## src/sv/dda_line_rasterizer_top_defines.svh

```systemverilog
// Assertion macros for the DDA line rasterizer.
`ifndef DDA_LINE_RASTERIZER_TOP_DEFINES_SVH
`define DDA_LINE_RASTERIZER_TOP_DEFINES_SVH

// Same-cycle implication, checked outside reset.
`define DLR_CHECK_NOW(lbl, ante, cons, msg) \
  lbl: assert property (@(posedge clk) disable iff (rst) (ante) |-> (cons)) \
    else $error(msg);

// Next-cycle implication, checked outside reset.
`define DLR_CHECK_NEXT(lbl, ante, cons, msg) \
  lbl: assert property (@(posedge clk) disable iff (rst) (ante) |=> (cons)) \
    else $error(msg);

`endif

```

## src/sv/dlr_pkg.sv

```systemverilog
// Shared types and constants of the DDA line rasterizer.
`timescale 1ns / 1ps
`default_nettype none
package dlr_pkg;

  // Fraction bits of the per-point increment ratio.
  localparam int RATIO_BITS = 16;
  // Ratio span/step lies in [0, 1], so one extra integer bit.
  localparam int QUOT_W = RATIO_BITS + 1;
  // Frame size registers.
  localparam int REG_W = 7;
  localparam logic [REG_W-1:0] FRAME_RESET = 7'd64;
  localparam int CFG_IDX_W = 1;

  typedef enum logic [CFG_IDX_W-1:0] {
    CFG_FRAME_WIDTH  = 1'b0,
    CFG_FRAME_HEIGHT = 1'b1
  } cfg_reg_t;

  typedef enum logic [4:0] {
    ST_IDLE  = 5'b00001,
    ST_SETUP = 5'b00010,
    ST_DIVX  = 5'b00100,
    ST_DIVY  = 5'b01000,
    ST_EMIT  = 5'b10000
  } seq_state_t;

  // Controls from the sequencer to the point walker.
  typedef struct packed {
    logic load;
    logic advance;
  } walk_ctl_t;

endpackage
`default_nettype wire

```

## src/sv/dlr_div.sv

```systemverilog
// Serial restoring divider: (num << RATIO_BITS) / den, with num <= den.
`timescale 1ns / 1ps
`default_nettype none
module dlr_div #(
  parameter int COORD_W = 14
) (
  input  wire logic                        clk,
  input  wire logic                        rst,
  input  wire logic                        start,
  input  wire logic [COORD_W-1:0]          num,
  input  wire logic [COORD_W-1:0]          den,
  output logic                             done,
  output logic [dlr_pkg::QUOT_W-1:0]       quot
);

  localparam int CNT_W = $clog2(dlr_pkg::QUOT_W + 1);

  logic [COORD_W:0]   rem;
  logic [COORD_W:0]   diff;
  logic [COORD_W-1:0] rem_keep;
  logic               ge;
  logic [CNT_W-1:0]   cnt;
  logic               busy;

  // One quotient bit per cycle; the remainder always stays below den.
  always_comb begin
    ge       = rem >= {1'b0, den};
    diff     = rem - {1'b0, den};
    rem_keep = ge ? diff[COORD_W-1:0] : rem[COORD_W-1:0];
  end

  always_ff @(posedge clk) begin
    if (rst) begin
      busy <= 1'b0;
      done <= 1'b0;
      cnt  <= '0;
    end else begin
      done <= 1'b0;
      if (start) begin
        busy <= 1'b1;
        cnt  <= CNT_W'(dlr_pkg::QUOT_W);
      end else if (busy) begin
        cnt <= cnt - CNT_W'(1);
        if (cnt == CNT_W'(1)) begin
          busy <= 1'b0;
          done <= 1'b1;
        end
      end
    end
  end

  always_ff @(posedge clk) begin
    if (start) begin
      rem <= {1'b0, num};
    end else if (busy) begin
      rem  <= {rem_keep, 1'b0};
      quot <= {quot[dlr_pkg::QUOT_W-2:0], ge};
    end
  end

endmodule
`default_nettype wire

```

## src/sv/dlr_walk.sv

```systemverilog
// Point walker: fixed-point position accumulators, point counter and clip test.
`timescale 1ns / 1ps
`default_nettype none
module dlr_walk #(
  parameter int COORD_W       = 14,
  parameter int PIX_W         = 6,
  parameter int FRACTION_BITS = 8
) (
  input  wire logic                          clk,
  input  wire dlr_pkg::walk_ctl_t            ctl,
  input  wire logic [COORD_W-1:0]            start_x,
  input  wire logic [COORD_W-1:0]            start_y,
  input  wire logic [dlr_pkg::QUOT_W-1:0]    inc_x,
  input  wire logic [dlr_pkg::QUOT_W-1:0]    inc_y,
  input  wire logic                          neg_x,
  input  wire logic                          neg_y,
  input  wire logic [PIX_W-1:0]              left_init,
  input  wire logic [dlr_pkg::REG_W-1:0]     frame_width,
  input  wire logic [dlr_pkg::REG_W-1:0]     frame_height,
  output logic [PIX_W-1:0]                   pixel_x,
  output logic [PIX_W-1:0]                   pixel_y,
  output logic                               write_enable,
  output logic                               last_point
);

  localparam int POS_W = COORD_W + dlr_pkg::RATIO_BITS;

  logic [POS_W-1:0] pos_x;
  logic [POS_W-1:0] pos_y;
  logic [POS_W-1:0] step_x;
  logic [POS_W-1:0] step_y;
  logic [PIX_W-1:0] left;

  // The ratio is truncated toward zero, so positions stay between the endpoints.
  assign step_x = POS_W'(inc_x) << FRACTION_BITS;
  assign step_y = POS_W'(inc_y) << FRACTION_BITS;

  always_ff @(posedge clk) begin
    if (ctl.load) begin
      pos_x <= POS_W'(start_x) << dlr_pkg::RATIO_BITS;
      pos_y <= POS_W'(start_y) << dlr_pkg::RATIO_BITS;
      left  <= left_init;
    end else if (ctl.advance) begin
      pos_x <= neg_x ? pos_x - step_x : pos_x + step_x;
      pos_y <= neg_y ? pos_y - step_y : pos_y + step_y;
      left  <= left - PIX_W'(1);
    end
  end

  assign pixel_x      = pos_x[POS_W-1 -: PIX_W];
  assign pixel_y      = pos_y[POS_W-1 -: PIX_W];
  assign write_enable = (dlr_pkg::REG_W'(pixel_x) < frame_width) &&
                        (dlr_pkg::REG_W'(pixel_y) < frame_height);
  assign last_point   = (left == '0);

endmodule
`default_nettype wire

```

## src/sv/dda_line_rasterizer_top.sv

```systemverilog
// Top level of the DDA line rasterizer: sequencer, frame registers, divider and walker.
`timescale 1ns / 1ps
`default_nettype none
//
// Usage:
//   Slave stream (s_*): one beat is one line command. s_tdata, from bit 0 up:
//   start_x, start_y, end_x, end_y (unsigned fixed point), line_color.
//   Master stream (m_*): one beat per point. m_tdata holds pixel_x, pixel_y,
//   pixel_color; m_tuser is write_enable (point inside the frame); m_tlast
//   marks the final point of the line.
//   Config channel (cfg_*): index 0 writes frame_width, index 1 frame_height.
//   It is always ready; write it only while no line is in progress.
// Timing:
//   A command is taken only while the block is idle. After a setup state,
//   the shared serial divider forms the x and then the y ratio, one quotient
//   bit a cycle (17 bits each); equal endpoints skip the division. Points
//   then follow, one point a cycle while m_tready is high, up to FRAME_SIZE
//   points.
// Reset: frame registers go to 64 by 64, the sequencer returns to idle and
//   any line in progress is dropped.
// Stall: with m_tready low the current point holds on m_* until taken.
//
module dda_line_rasterizer_top #(
  parameter int FRAME_SIZE    = 64,
  parameter int FRACTION_BITS = 8,
  localparam int PIX_W    = $clog2(FRAME_SIZE),
  localparam int COORD_W  = PIX_W + FRACTION_BITS,
  localparam int IN_W     = 4 * COORD_W + 32,
  localparam int IN_DW    = ((IN_W + 7) / 8) * 8,
  localparam int OUT_W    = 2 * PIX_W + 32,
  localparam int OUT_DW   = ((OUT_W + 7) / 8) * 8
) (
  input  wire logic                               clk,
  input  wire logic                               rst,
  // start_x, start_y, end_x, end_y, line_color (zero padded)
  input  wire logic [IN_DW-1:0]                   s_tdata,
  input  wire logic                               s_tvalid,
  output logic                                    s_tready,
  // pixel_x, pixel_y, pixel_color (zero padded)
  output logic [OUT_DW-1:0]                       m_tdata,
  // write_enable
  output logic                                    m_tuser,
  output logic                                    m_tlast,
  output logic                                    m_tvalid,
  input  wire logic                               m_tready,
  input  wire logic                               cfg_valid,
  output logic                                    cfg_ready,
  input  wire logic [dlr_pkg::CFG_IDX_W-1:0]      cfg_index,
  input  wire logic [dlr_pkg::REG_W-1:0]          cfg_data
);

  dlr_pkg::seq_state_t state;

  logic [dlr_pkg::REG_W-1:0] frame_width;
  logic [dlr_pkg::REG_W-1:0] frame_height;

  // Latched command
  logic [COORD_W-1:0] x0, y0, x1, y1;
  logic [31:0]        color;

  // Setup results
  logic [COORD_W-1:0] adx, ady, step;
  logic [COORD_W-1:0] adx_next, ady_next, step_next;
  logic               neg_x, neg_y;
  logic [PIX_W-1:0]   left_next;
  logic [PIX_W-1:0]   step_hi;

  // Divider
  logic                       div_start;
  logic                       div_done;
  logic [COORD_W-1:0]         div_num;
  logic [dlr_pkg::QUOT_W-1:0] div_quot;
  logic [dlr_pkg::QUOT_W-1:0] inc_x, inc_y;

  // Walker
  dlr_pkg::walk_ctl_t walk_ctl;
  logic [PIX_W-1:0]   pixel_x, pixel_y;
  logic               write_enable, last_point;

  logic in_beat, out_beat;

  assign s_tready  = (state == dlr_pkg::ST_IDLE);
  assign in_beat   = s_tvalid && s_tready;
  assign m_tvalid  = (state == dlr_pkg::ST_EMIT);
  assign out_beat  = m_tvalid && m_tready;
  assign cfg_ready = 1'b1;

  // Frame registers
  always_ff @(posedge clk) begin
    if (rst) begin
      frame_width  <= dlr_pkg::FRAME_RESET;
      frame_height <= dlr_pkg::FRAME_RESET;
    end else if (cfg_valid && cfg_ready) begin
      unique case (dlr_pkg::cfg_reg_t'(cfg_index))
        dlr_pkg::CFG_FRAME_WIDTH:  frame_width  <= cfg_data;
        dlr_pkg::CFG_FRAME_HEIGHT: frame_height <= cfg_data;
        default: ;
      endcase
    end
  end

  // Spans, step and point count
  always_comb begin
    adx_next  = (x0 >= x1) ? x0 - x1 : x1 - x0;
    ady_next  = (y0 >= y1) ? y0 - y1 : y1 - y0;
    step_next = (adx_next >= ady_next) ? adx_next : ady_next;
    step_hi   = step_next[COORD_W-1:FRACTION_BITS];
    // Saturate at FRAME_SIZE points
    left_next = (step_hi > PIX_W'(FRAME_SIZE - 1)) ? PIX_W'(FRAME_SIZE - 1) : step_hi;
  end

  // Latch the command beat
  always_ff @(posedge clk) begin
    if (in_beat) begin
      x0    <= s_tdata[COORD_W-1:0];
      y0    <= s_tdata[2*COORD_W-1:COORD_W];
      x1    <= s_tdata[3*COORD_W-1:2*COORD_W];
      y1    <= s_tdata[4*COORD_W-1:3*COORD_W];
      color <= s_tdata[IN_W-1:4*COORD_W];
    end
    if (state == dlr_pkg::ST_SETUP) begin
      adx   <= adx_next;
      ady   <= ady_next;
      step  <= step_next;
      neg_x <= x1 < x0;
      neg_y <= y1 < y0;
    end
    // Equal endpoints: no division, zero increments
    if (state == dlr_pkg::ST_SETUP && step_next == '0) begin
      inc_x <= '0;
      inc_y <= '0;
    end else if (state == dlr_pkg::ST_DIVX && div_done) begin
      inc_x <= div_quot;
    end else if (state == dlr_pkg::ST_DIVY && div_done) begin
      inc_y <= div_quot;
    end
  end

  // Sequencer
  always_ff @(posedge clk) begin
    if (rst) begin
      state     <= dlr_pkg::ST_IDLE;
      div_start <= 1'b0;
    end else begin
      div_start <= 1'b0;
      unique case (state)
        dlr_pkg::ST_IDLE: begin
          if (in_beat) state <= dlr_pkg::ST_SETUP;
        end
        dlr_pkg::ST_SETUP: begin
          if (step_next == '0) begin
            state <= dlr_pkg::ST_EMIT;
          end else begin
            state     <= dlr_pkg::ST_DIVX;
            div_start <= 1'b1;
          end
        end
        dlr_pkg::ST_DIVX: begin
          if (div_done) begin
            state     <= dlr_pkg::ST_DIVY;
            div_start <= 1'b1;
          end
        end
        dlr_pkg::ST_DIVY: begin
          if (div_done) state <= dlr_pkg::ST_EMIT;
        end
        dlr_pkg::ST_EMIT: begin
          if (out_beat && last_point) state <= dlr_pkg::ST_IDLE;
        end
        default: state <= dlr_pkg::ST_IDLE;
      endcase
    end
  end

  // Shared divider: x span first, then y span
  assign div_num = (state == dlr_pkg::ST_DIVY) ? ady : adx;

  dlr_div #(
    .COORD_W (COORD_W)
  ) u_div (
    .clk   (clk),
    .rst   (rst),
    .start (div_start),
    .num   (div_num),
    .den   (step),
    .done  (div_done),
    .quot  (div_quot)
  );

  // Walker loads at setup and advances on every accepted point but the last
  always_comb begin
    walk_ctl.load    = (state == dlr_pkg::ST_SETUP);
    walk_ctl.advance = out_beat && !last_point;
  end

  dlr_walk #(
    .COORD_W       (COORD_W),
    .PIX_W         (PIX_W),
    .FRACTION_BITS (FRACTION_BITS)
  ) u_walk (
    .clk          (clk),
    .ctl          (walk_ctl),
    .start_x      (x0),
    .start_y      (y0),
    .inc_x        (inc_x),
    .inc_y        (inc_y),
    .neg_x        (neg_x),
    .neg_y        (neg_y),
    .left_init    (left_next),
    .frame_width  (frame_width),
    .frame_height (frame_height),
    .pixel_x      (pixel_x),
    .pixel_y      (pixel_y),
    .write_enable (write_enable),
    .last_point   (last_point)
  );

  assign m_tdata = OUT_DW'({color, pixel_y, pixel_x});
  assign m_tuser = write_enable;
  assign m_tlast = last_point;

`include "dda_line_rasterizer_top_defines.svh"

  `DLR_CHECK_NOW(a_no_overlap, s_tready, !m_tvalid, "point beat while idle")
  `DLR_CHECK_NEXT(a_cmd_busy, in_beat, !s_tready, "ready right after a command beat")
  `DLR_CHECK_NEXT(a_last_idle, out_beat && m_tlast, s_tready, "not idle after last point")
  `DLR_CHECK_NOW(a_div_quiet, m_tvalid, !div_start && !div_done, "divider active while emitting")

endmodule
`default_nettype wire

```

## config.mk

```make
export PLATFORM = sky130hd
export DESIGN_NAME = dda_line_rasterizer_top
export DESIGN_NICKNAME = d
export VERILOG_FILES = /design/src/sv/dlr_pkg.sv /design/src/sv/dlr_div.sv /design/src/sv/dlr_walk.sv /design/src/sv/dda_line_rasterizer_top.sv
export VERILOG_INCLUDE_DIRS = /design/src /design/src/sv
export SDC_FILE = /design/constraint.sdc
export NUM_CORES = 1
export LEC_CHECK = 0
export ABC_AREA = 1
export ABC_CLOCK_PERIOD_IN_PS = 7170
export BUFFER_PORTS_ARGS = -buffer_cell sky130_fd_sc_hd__buf_2
export CORE_UTILIZATION = 50
export DETAILED_ROUTE_END_ITERATION = 16
export GPL_TIMING_DRIVEN = 0
export PLACE_DENSITY = 0.69
export SYNTH_ARGS = -nofsm -noshare
export SYNTH_HDL_FRONTEND = slang
export SYNTH_SLANG_ARGS = --single-unit
```

## constraint.sdc

```tcl
create_clock -name clk -period 7.17 [get_ports clk]
set_input_delay 1.0755 -clock clk [delete_from_list [all_inputs] [get_ports clk]]
set_output_delay 1.0755 -clock clk [all_outputs]
set_load 0.005 [all_outputs]
```

-- Word-level counts from Yosys, hierarchy flattened
Cells that the tools add are included.
- add/sub/neg operators: 11
- mux-type cells: 31
- equality and inequality tests: 10
- reduce and logical (&&, ||, !) cells: 20
- bitwise operators: 4
- magnitude comparators: 9
- operator list (operator ; count):
    30-bit 2-to-1 mux ; 6
    14-bit 2-to-1 mux ; 7
    14-bit subtractor ; 5
    30-bit by 25-bit adder with 30-bit output ; 2
    30-bit by 25-bit subtractor with 30-bit output ; 2
    14-bit >= comparator ; 3
    5-bit 2-to-1 mux ; 7
    14-bit < comparator ; 2
    5-bit one-hot mux with 5 select lines ; 1
    6-bit 2-to-1 mux ; 3
    15-bit by 14-bit >= comparator with 1-bit output ; 1
    14-bit zero test ; 1
    6-bit by 7-bit < comparator with 1-bit output ; 2
    5-bit by 1-bit equality test with 1-bit output, second input constant ; 2
    1-bit logical AND ; 8
    2-bit by 1-bit != test with 1-bit output, second input constant ; 4
    2-bit AND reduction ; 4
    6-bit > comparator, second input constant ; 1
    6-bit zero test ; 1
    1-bit 2-to-1 mux ; 6
    6-bit by 1-bit subtractor with 6-bit output, second input constant ; 1
    5-bit by 2-bit equality test with 1-bit output, second input constant ; 1
    5-bit by 3-bit equality test with 1-bit output, second input constant ; 1
    5-bit by 4-bit equality test with 1-bit output, second input constant ; 1
    9 further kinds ; 13
- bits of input ports: 101
- register bits after elaboration: 291
- output and inout port bits: 53
- logic and storage cells: 113

-- Logic depth before layout (Yosys ltp)
Gate-level depths: netlist of the first run.
- word-level depth: 7
- gate-level depth with buffers: 34
- gate-level depth less buffers: 32

-- Modules after synthesis
Synthesis of the first run repeated with hierarchy kept, for this count alone.
- cells, all modules: 2705
- area, all modules: 19730.2 sq um
- by module, submodules not included (module ; cells an instance ; area an instance (sq um) ; instances ; seq. area each (sq um)):
    dda_line_rasterizer_top ; 1405 ; 11026.8 ; 1 ; 5044.8
    dlr_walk ; 972 ; 6112.1 ; 1 ; 1341.3
    dlr_div ; 328 ; 2591.2 ; 1 ; 1091.0

-- Worst setup path before layout of the first run
Ideal clock, no wire load.
- kind: input -> register
- from: input port s_tvalid
- to: register color[0], enable pin
- path slack: 1867 ps
- cell stages on the path: 2
- arrival time: 4768 ps
- library setup time: 535 ps
- buffers on the path: 0
- required time: 6635 ps
- cells stage by stage: inv_1 > nor2_1
- word-level cells in the longest chain between the ends: 1
- RTL lines (element ; RTL line ; source):
    start, declared ; dda_line_rasterizer_top.sv:37 ; input wire logic s_tvalid,
    1-bit logical AND ; dda_line_rasterizer_top.sv:83 ; assign in_beat = s_tvalid && s_tready;
    net in_beat ; dda_line_rasterizer_top.sv:80 ; logic in_beat, out_beat;
    end signal, assigned ; dda_line_rasterizer_top.sv:119 ; color <= s_tdata[IN_W-1:4*COORD_W];
    end, declared ; dda_line_rasterizer_top.sv:59 ; logic [31:0] color;
The timed path passes the listed nets, and every way through them passes these cells.
A chain may end at the register's enable or synchronous reset.

-- Worst setup path in the final report of the first run
- from: register y0[0]
- to: register inc_y[15] (netlist bit)
- word-level cells in the longest chain between the ends: 6
- elaborated cells on any way between the ends: 8
- classes of those cells: 2 x add/sub; 2 x order compare; 2 x mux; 2 x reduce/logical
- RTL lines (element ; RTL line ; source):
    start, declared ; dda_line_rasterizer_top.sv:58 ; logic [COORD_W-1:0] x0, y0, x1, y1;
    start signal, assigned ; dda_line_rasterizer_top.sv:116 ; y0 <= s_tdata[2*COORD_W-1:COORD_W];
    14-bit subtractor / 14-bit >= comparator (equally long branches) ; dda_line_rasterizer_top.sv:105 ; ady_next = (y0 >= y1) ? y0 - y1 : y1 - y0;
    14-bit 2-to-1 mux (*) ; dda_line_rasterizer_top.sv:105 ;
    net ady_next[12] ; dda_line_rasterizer_top.sv:63 ; logic [COORD_W-1:0] adx_next, ady_next, step_next;
    14-bit >= comparator ; dda_line_rasterizer_top.sv:106 ; step_next = (adx_next >= ady_next) ? adx_next : ady_next;
    14-bit 2-to-1 mux (*) ; dda_line_rasterizer_top.sv:106 ;
    14-bit zero test (*) ; dda_line_rasterizer_top.sv:129 ; if (state == dlr_pkg::ST_SETUP && step_next == '0) begin
    1-bit logical AND (*) ; dda_line_rasterizer_top.sv:129 ;
    end signal, assigned ; dda_line_rasterizer_top.sv:135 ; inc_y <= div_quot;
    end, declared ; dda_line_rasterizer_top.sv:73 ; logic [dlr_pkg::QUOT_W-1:0] inc_x, inc_y;
Mark *: on every way through the listed nets, which the timed path passes. The rest lies on a longest branch.

==> run_results.csv, run 1 <==
group,metric,value,unit
clock_network,post_cts_buffers,0,
sta,fin_ws,2.21,ns
die,core-area,35600,um^2
global_routing,grt_first_pass_wirelength,74000,um
clock_network,clock_latency,0.60,ns
sta,final_hold_viol_count,0,
pwr,power_density,231,nW/um^2
die,initial_core_util,50.8,%
sta,setup_tns,0,ns
logic_synthesis,ys_seq_area_share,41.4,%
drt,wl_per_cell,16.2,um
sta,final_max_slew_viol_count,0,
critical_path,required,7.65,ns
drt,drcViolationCount,0,
sta,rsz0062_at_grt,"false",
critical_path,critPathBufInv,9,
drt,drt_first_pass_iters,6,
global_routing,antenna_found_initial,0,
logic_synthesis,synth_ff_type,"edfxtp_1",
drt,wirelength,47800,um
logic_synthesis,synth_area_leaders,"edfxtp_1 (33%), nand2_1 (12%), ha_1 (9.8%), dfxtp_1 (8.6%), inv_1 (8.4%)",
pwr,peakVddDrop,0.000276,V
clock_network,ctsRootBufferMaster,"clkbuf_16",
critical_path,worst_ep_arrival_time,5.44,ns
global_routing,overflow,0,
global_routing,grt_usage,26.0,%
placement,gp_routability_congestion,0.952,
drt,drtAntennaViolNets,0,
critical_path,crit_path_max_fanout,10,
pwr,p_leak,0.0101,uW
sta,finalCritPeriodShare,69.1,%
logic_synthesis,synthCells,2285,
layout,layout_common_cells,"nand2_1 (586), inv_1 (406), edfxtp_1 (197)",
clock_network,holdBufCountCts,0,
sta,setup_viol_count_final,0,
clock_network,cts_resized,0,
sta,tightest_slew,1.19,ns
critical_path,crit_family,"simple AND/OR/NAND/NOR gates",
logic_synthesis,synth_seq_cells,275,
clock_network,clock-sinks,275,
die,chipHeight,192,um
clock_network,cts_tree,"yes",
die,num_rows,69,
sta,slew_headroom,20.2,%
clock_network,h-tree-depth,1,
drt,viasPerCell,5.16,
run,drv_cap,0,
die,die-area,36900,um^2
logic_synthesis,synth_edf_count,197,
logic_synthesis,synthDominantCellAreaShare,32.7,%
critical_path,cp-end-kind,"flop",
drt,via_count,15255,
clock_network,clock_path_buffers,3,
layout,drive_gt1_share,11.9,%
pwr,p_total,4720,uW
global_routing,grt_max_degree,39,
layout,nNetsFinal,2721,
clock_network,clk_pin_slew,0.06,ns
layout,antennaDiodeCount,0,
placement,io_buffers,147,
logic_synthesis,synth-async-reset-ratio,0,%
sta,clock_skew,0.0394,ns
placement,hpwl,39000,um
layout,final_common_cell,"nand2_1",
logic_synthesis,yosysTopAreaCell,"edfxtp_1",
logic_synthesis,avgSynthCellArea,7.91,um^2
logic_synthesis,synthesis.area,18100,um^2
sta,max_freq,202,MHz
placement,pre_cts_ws,2.12,ns
critical_path,crit_top_cell,"nand2_1",
critical_path,slowest_delay,0.50,ns
sta,fin_crit,4.96,ns
layout,area_delta_synth_final,13.3,%
clock_network,cts_made_buffers,29,
global_routing,grt_pass1_vias,14446,
drt,drt_iter0_markers,890,
die,pin_count,154,
run_status,status,"complete, no violations",
critical_path,path_class,"flop to flop",
logic_synthesis,synth.distinct_cells,51,
logic_synthesis,synth_warnings,0,
die,die_w,192,um
critical_path,worstSetupStartpointType,"flop",
worst_hold_path,hp-class,"flop to flop",
critical_path,cpMaxStageDelayCell,"fa_1",
==> cell families after synthesis <==
family	after synthesis	share of synthesized area, %
XOR/XNOR	83	4.02
multiplexers	5	0.311
AND/OR/NAND/NOR	936	22.1
adder cells (fa/ha/maj)	149	10.6
buffers and inverters	478	10.7
other	2	0.0415
flip-flops	275	41.4
AO/OA/AOI/OAI	357	10.9
==> through the flow <==
step | cell area [um^2] | instances | util, % | hold WS [ns]
6_report | 20500 | 2955 | 57.6 | 0.455
5_1_grt | 20500 | 2955 | 57.6 | 0.463
4_1_cts | 20500 | 2955 | 57.6 | 0.459
3_5_place_dp | 19500 | 2901 | 54.9 | 0.439
3_3_place_gp | 19400 | 2896 | 54.5 | 0.432
2_1_floorplan | 18100 | 2288 | - | 0.426
==> per-layer routing <==
layer  track usage, %  vias to the layer above  part of all wire (%)
met5                0                        -                     0
met4             8.69                        0                   2.9
met3             3.40                       68                   6.8
met2             42.8                      457                    45
met1             35.1                     6939                    45
li1                 -                     7791                     -
==> flip-flops by register name, summed over array words and instances (netlist names), 6 cells and up <==
name and flops:
u_div.quot 17, inc_y 17, step 14, x0 14
frame_width 7, adx 14, ady 14, u_walk.pos_y 22
inc_x 17, x1 14, u_walk.pos_x 22, y0 14
color 32, u_walk.left 6, u_div.rem 15, y1 14
frame_height 7
==> cells in the mapped netlist, drive strengths merged, types with 2 or more instances <==
cell    count
buf        33
a221oi      2
or2         2
a21o        3
fa          7
clkinv      3
xor2       46
nand3     128
nor4        6
o21bai      3
a31oi       4
o31ai       3
ha        142
nor3       22
mux2        5
a21oi     136
and3        3
dfxtp      78
conb        2
clkbuf     28
xnor2      37
o211ai     25
nor2      130
nand4      30
o22ai      19
o21ai     154
inv       414
nand2     606
and2        9
edfxtp    197
==> power by group <==
part / total [uW] / internal [uW] / switching, uW
Clock: 1530 / 891 / 641
Combinational: 1310 / 437 / 875
Sequential: 1880 / 1840 / 40.8
==> worst register-to-register path: cells and delay by family, from the launching register on <==
family | cells | cell delay [ns]
fa+ha+maj | 3 | 0.97
compound gates | 2 | 0.27
simple gates | 16 | 2.01
buf+inv | 9 | 1.23
flops | 1 | 0.39
==> cell type report <==
type                            count  area (um^2)
Multi-Input combinational cell   1535         8700
Timing Repair Buffer              152          831
Fill cell                        3298        15100
Clock inverter                     20          223
Sequential cell                   275         7480
Buffer                             61          364
Clock buffer                       34          744
Inverter                          417         1570
Tap cell                          461          577
==> path summary, 6_finish.rpt <==
| kind | start | to | depth (start not counted) | slack, ns |
|---|---|---|---|---|
| worst min register to register | u_div.quot[9] | u_div.quot[10] | 0 | 0.45 |
| worst min-delay path | u_div.quot[9] | u_div.quot[10] | 0 | 0.45 |
| worst max-delay path | y0[0] | inc_y[15] | 30 | 2.21 |
| worst max register to register | y0[0] | inc_y[15] | 30 | 2.21 |
Power figures use the tool's default switching activity.
==> run 2, diff against run 1 <==
ABC_CLOCK_PERIOD_IN_PS = 4400   (was 7170)
PLACE_DENSITY = 0.71   (was 0.69)
clock period = 4.4 ns   (was 7.17 ns; I/O delays follow)
==> run_results.csv, run 2 (synthesis results as in run 1) <==
group,metric,value,unit
run_status,status,"complete, no violations",
critical_path,path_class,"flop to flop",
clock_network,clock_path_buffers,3,
clock_network,clock-sinks,275,
critical_path,cp-end-kind,"flop",
critical_path,worstSetupStartpointType,"flop",
critical_path,required,4.90,ns
drt,drt_iter0_markers,1131,
drt,drcViolationCount,0,
sta,slew_headroom,24.0,%
global_routing,overflow,0,
layout,drive_gt1_share,19.7,%
clock_network,cts_tree,"yes",
sta,fin_ws,0.125,ns
global_routing,antenna_found_initial,0,
drt,viasPerCell,5.24,
sta,tightest_slew,1.13,ns
die,initial_core_util,50.8,%
critical_path,cpMaxStageDelayCell,"edfxtp_1",
global_routing,grt_max_degree,39,
global_routing,grt_usage,26.9,%
layout,fin_area,21900,um^2
die,die-area,36900,um^2
critical_path,crit_top_cell,"nand2_2",
placement,io_buffers,147,
placement,placed_area,19500,um^2
critical_path,slowest_delay,0.40,ns
sta,max_freq,234,MHz
die,pin_count,154,
run,drv_cap,0,
die,die_w,192,um
layout,nNetsFinal,2767,
sta,final_hold_viol_count,0,
pwr,power_density,397,nW/um^2
sta,final_max_slew_viol_count,0,
layout,register_area,7480,um^2
worst_hold_path,hp-class,"primary input to flop",
clock_network,clock_latency,0.58,ns
die,num_rows,69,
clock_network,clk_pin_slew,0.07,ns
sta,rsz0062_at_grt,"true",
drt,via_count,15730,
layout,final_common_cell,"nand2_1",
sta,fin_crit,4.28,ns
critical_path,r2r_slack,0.12,ns
pwr,p_leak,0.0105,uW
clock_network,h-tree-depth,1,
layout,reg_top3,"color: 32 flops, u_walk.pos_x: 22 flops, u_walk.pos_y: 22 flops",
clock_network,ctsRootBufferMaster,"clkbuf_16",
drt,wl_per_cell,16.9,um
layout,area_delta_synth_final,21.0,%
layout,multi_input_area,9600,um^2
critical_path,worst_ep_arrival_time,4.78,ns
layout,fillers,3177,
placement,gp_routability_congestion,1.00,
drt,wirelength,50800,um
drt,drt_first_pass_iters,5,
die,core-area,35600,um^2
sta,setup_tns,0,ns
pwr,peakVddDrop,0.000344,V
sta,clock_skew,0.0199,ns
sta,finalCritPeriodShare,97.2,%
placement,pre_cts_ws,-0.741,ns
sta,setup_viol_count_final,0,
placement,hpwl,39200,um
drt,drtAntennaViolNets,0,
clock_network,cts_made_buffers,30,
layout,largest_reg_flops,32,
layout,layout_common_cells,"nand2_1 (530), inv_1 (393), edfxtp_1 (197)",
global_routing,grt_pass1_vias,14693,
global_routing,grt_first_pass_wirelength,76500,um
layout,largest-register,"color",
die,chipHeight,192,um
critical_path,crit_path_max_fanout,5,
layout,antennaDiodeCount,0,
[run 2: path summary, 6_finish.rpt]
kind | startpoint | endpoint | depth (start not counted)
worst max-delay path | y0[0] | state[4] | 31
worst min-delay path | s_tdata[45] | y1[3] | 1
worst max register to register | y0[0] | state[4] | 31
worst min register to register | u_div.quot[14] | u_div.quot[15] | 0
[run 2: timing repair]
item,CTS,global route
buffers inserted,19,21
pin swaps,28,52
endpoints found under the setup margin,46,38
gates cloned,5,1
hold buffers,0,0
hold endpoints to repair,0,0
gates resized for setup,99,144
[run 2: layout make-up]
| cell class | instances | area share (%) |
|---|---|---|
| Multi-Input combinational cell | 1535 | 43.9 |
| Sequential cell | 275 | 34.2 |
| Inverter | 417 | 7.16 |
| Timing Repair Buffer | 198 | 5.84 |
| Clock buffer | 35 | 3.62 |
| Tap cell | 461 | 2.64 |
| Buffer | 60 | 1.80 |
| Clock inverter | 20 | 0.841 |
[run 2: critical path, delay by kind of cell, from the launching register on]
kind | cells | cell delay, ns
simple gates | 18 | 1.87
buf+inv | 8 | 0.84
fa+ha+maj | 3 | 0.79
flops | 1 | 0.40
compound gates | 2 | 0.31
[run 2: through the flow]
| stage | hold slack [ns] | total power [uW] | utilization, % | instances |
|---|---|---|---|---|
| final | 0.249 | 8680 | 61.5 | 3001 |
| after global routing | 0.234 | 9110 | 61.5 | 3001 |
| after CTS | 0.232 | 8180 | 59.2 | 2980 |
| after detailed placement | 0.434 | 5280 | 54.9 | 2901 |
| after global placement | 0.435 | 5230 | 54.6 | 2896 |
| after floorplan | 0.426 | 4590 | - | 2288 |
[run 2: where the power goes]
part / total [uW] / internal, uW / leakage (uW) / switching, uW
sequential: 3060 / 2990 / 0.00250 / 70.3
clock: 2520 / 1460 / 0.000481 / 1060
combinational: 3100 / 1210 / 0.00755 / 1890
[run 2: routing by layer]
layer / part of all wire [%] / GRT usage, %
met4: 3.1 / 8.60
met1: 44 / 36.1
met5: 0 / 0
met2: 47 / 44.9
met3: 5.9 / 3.36
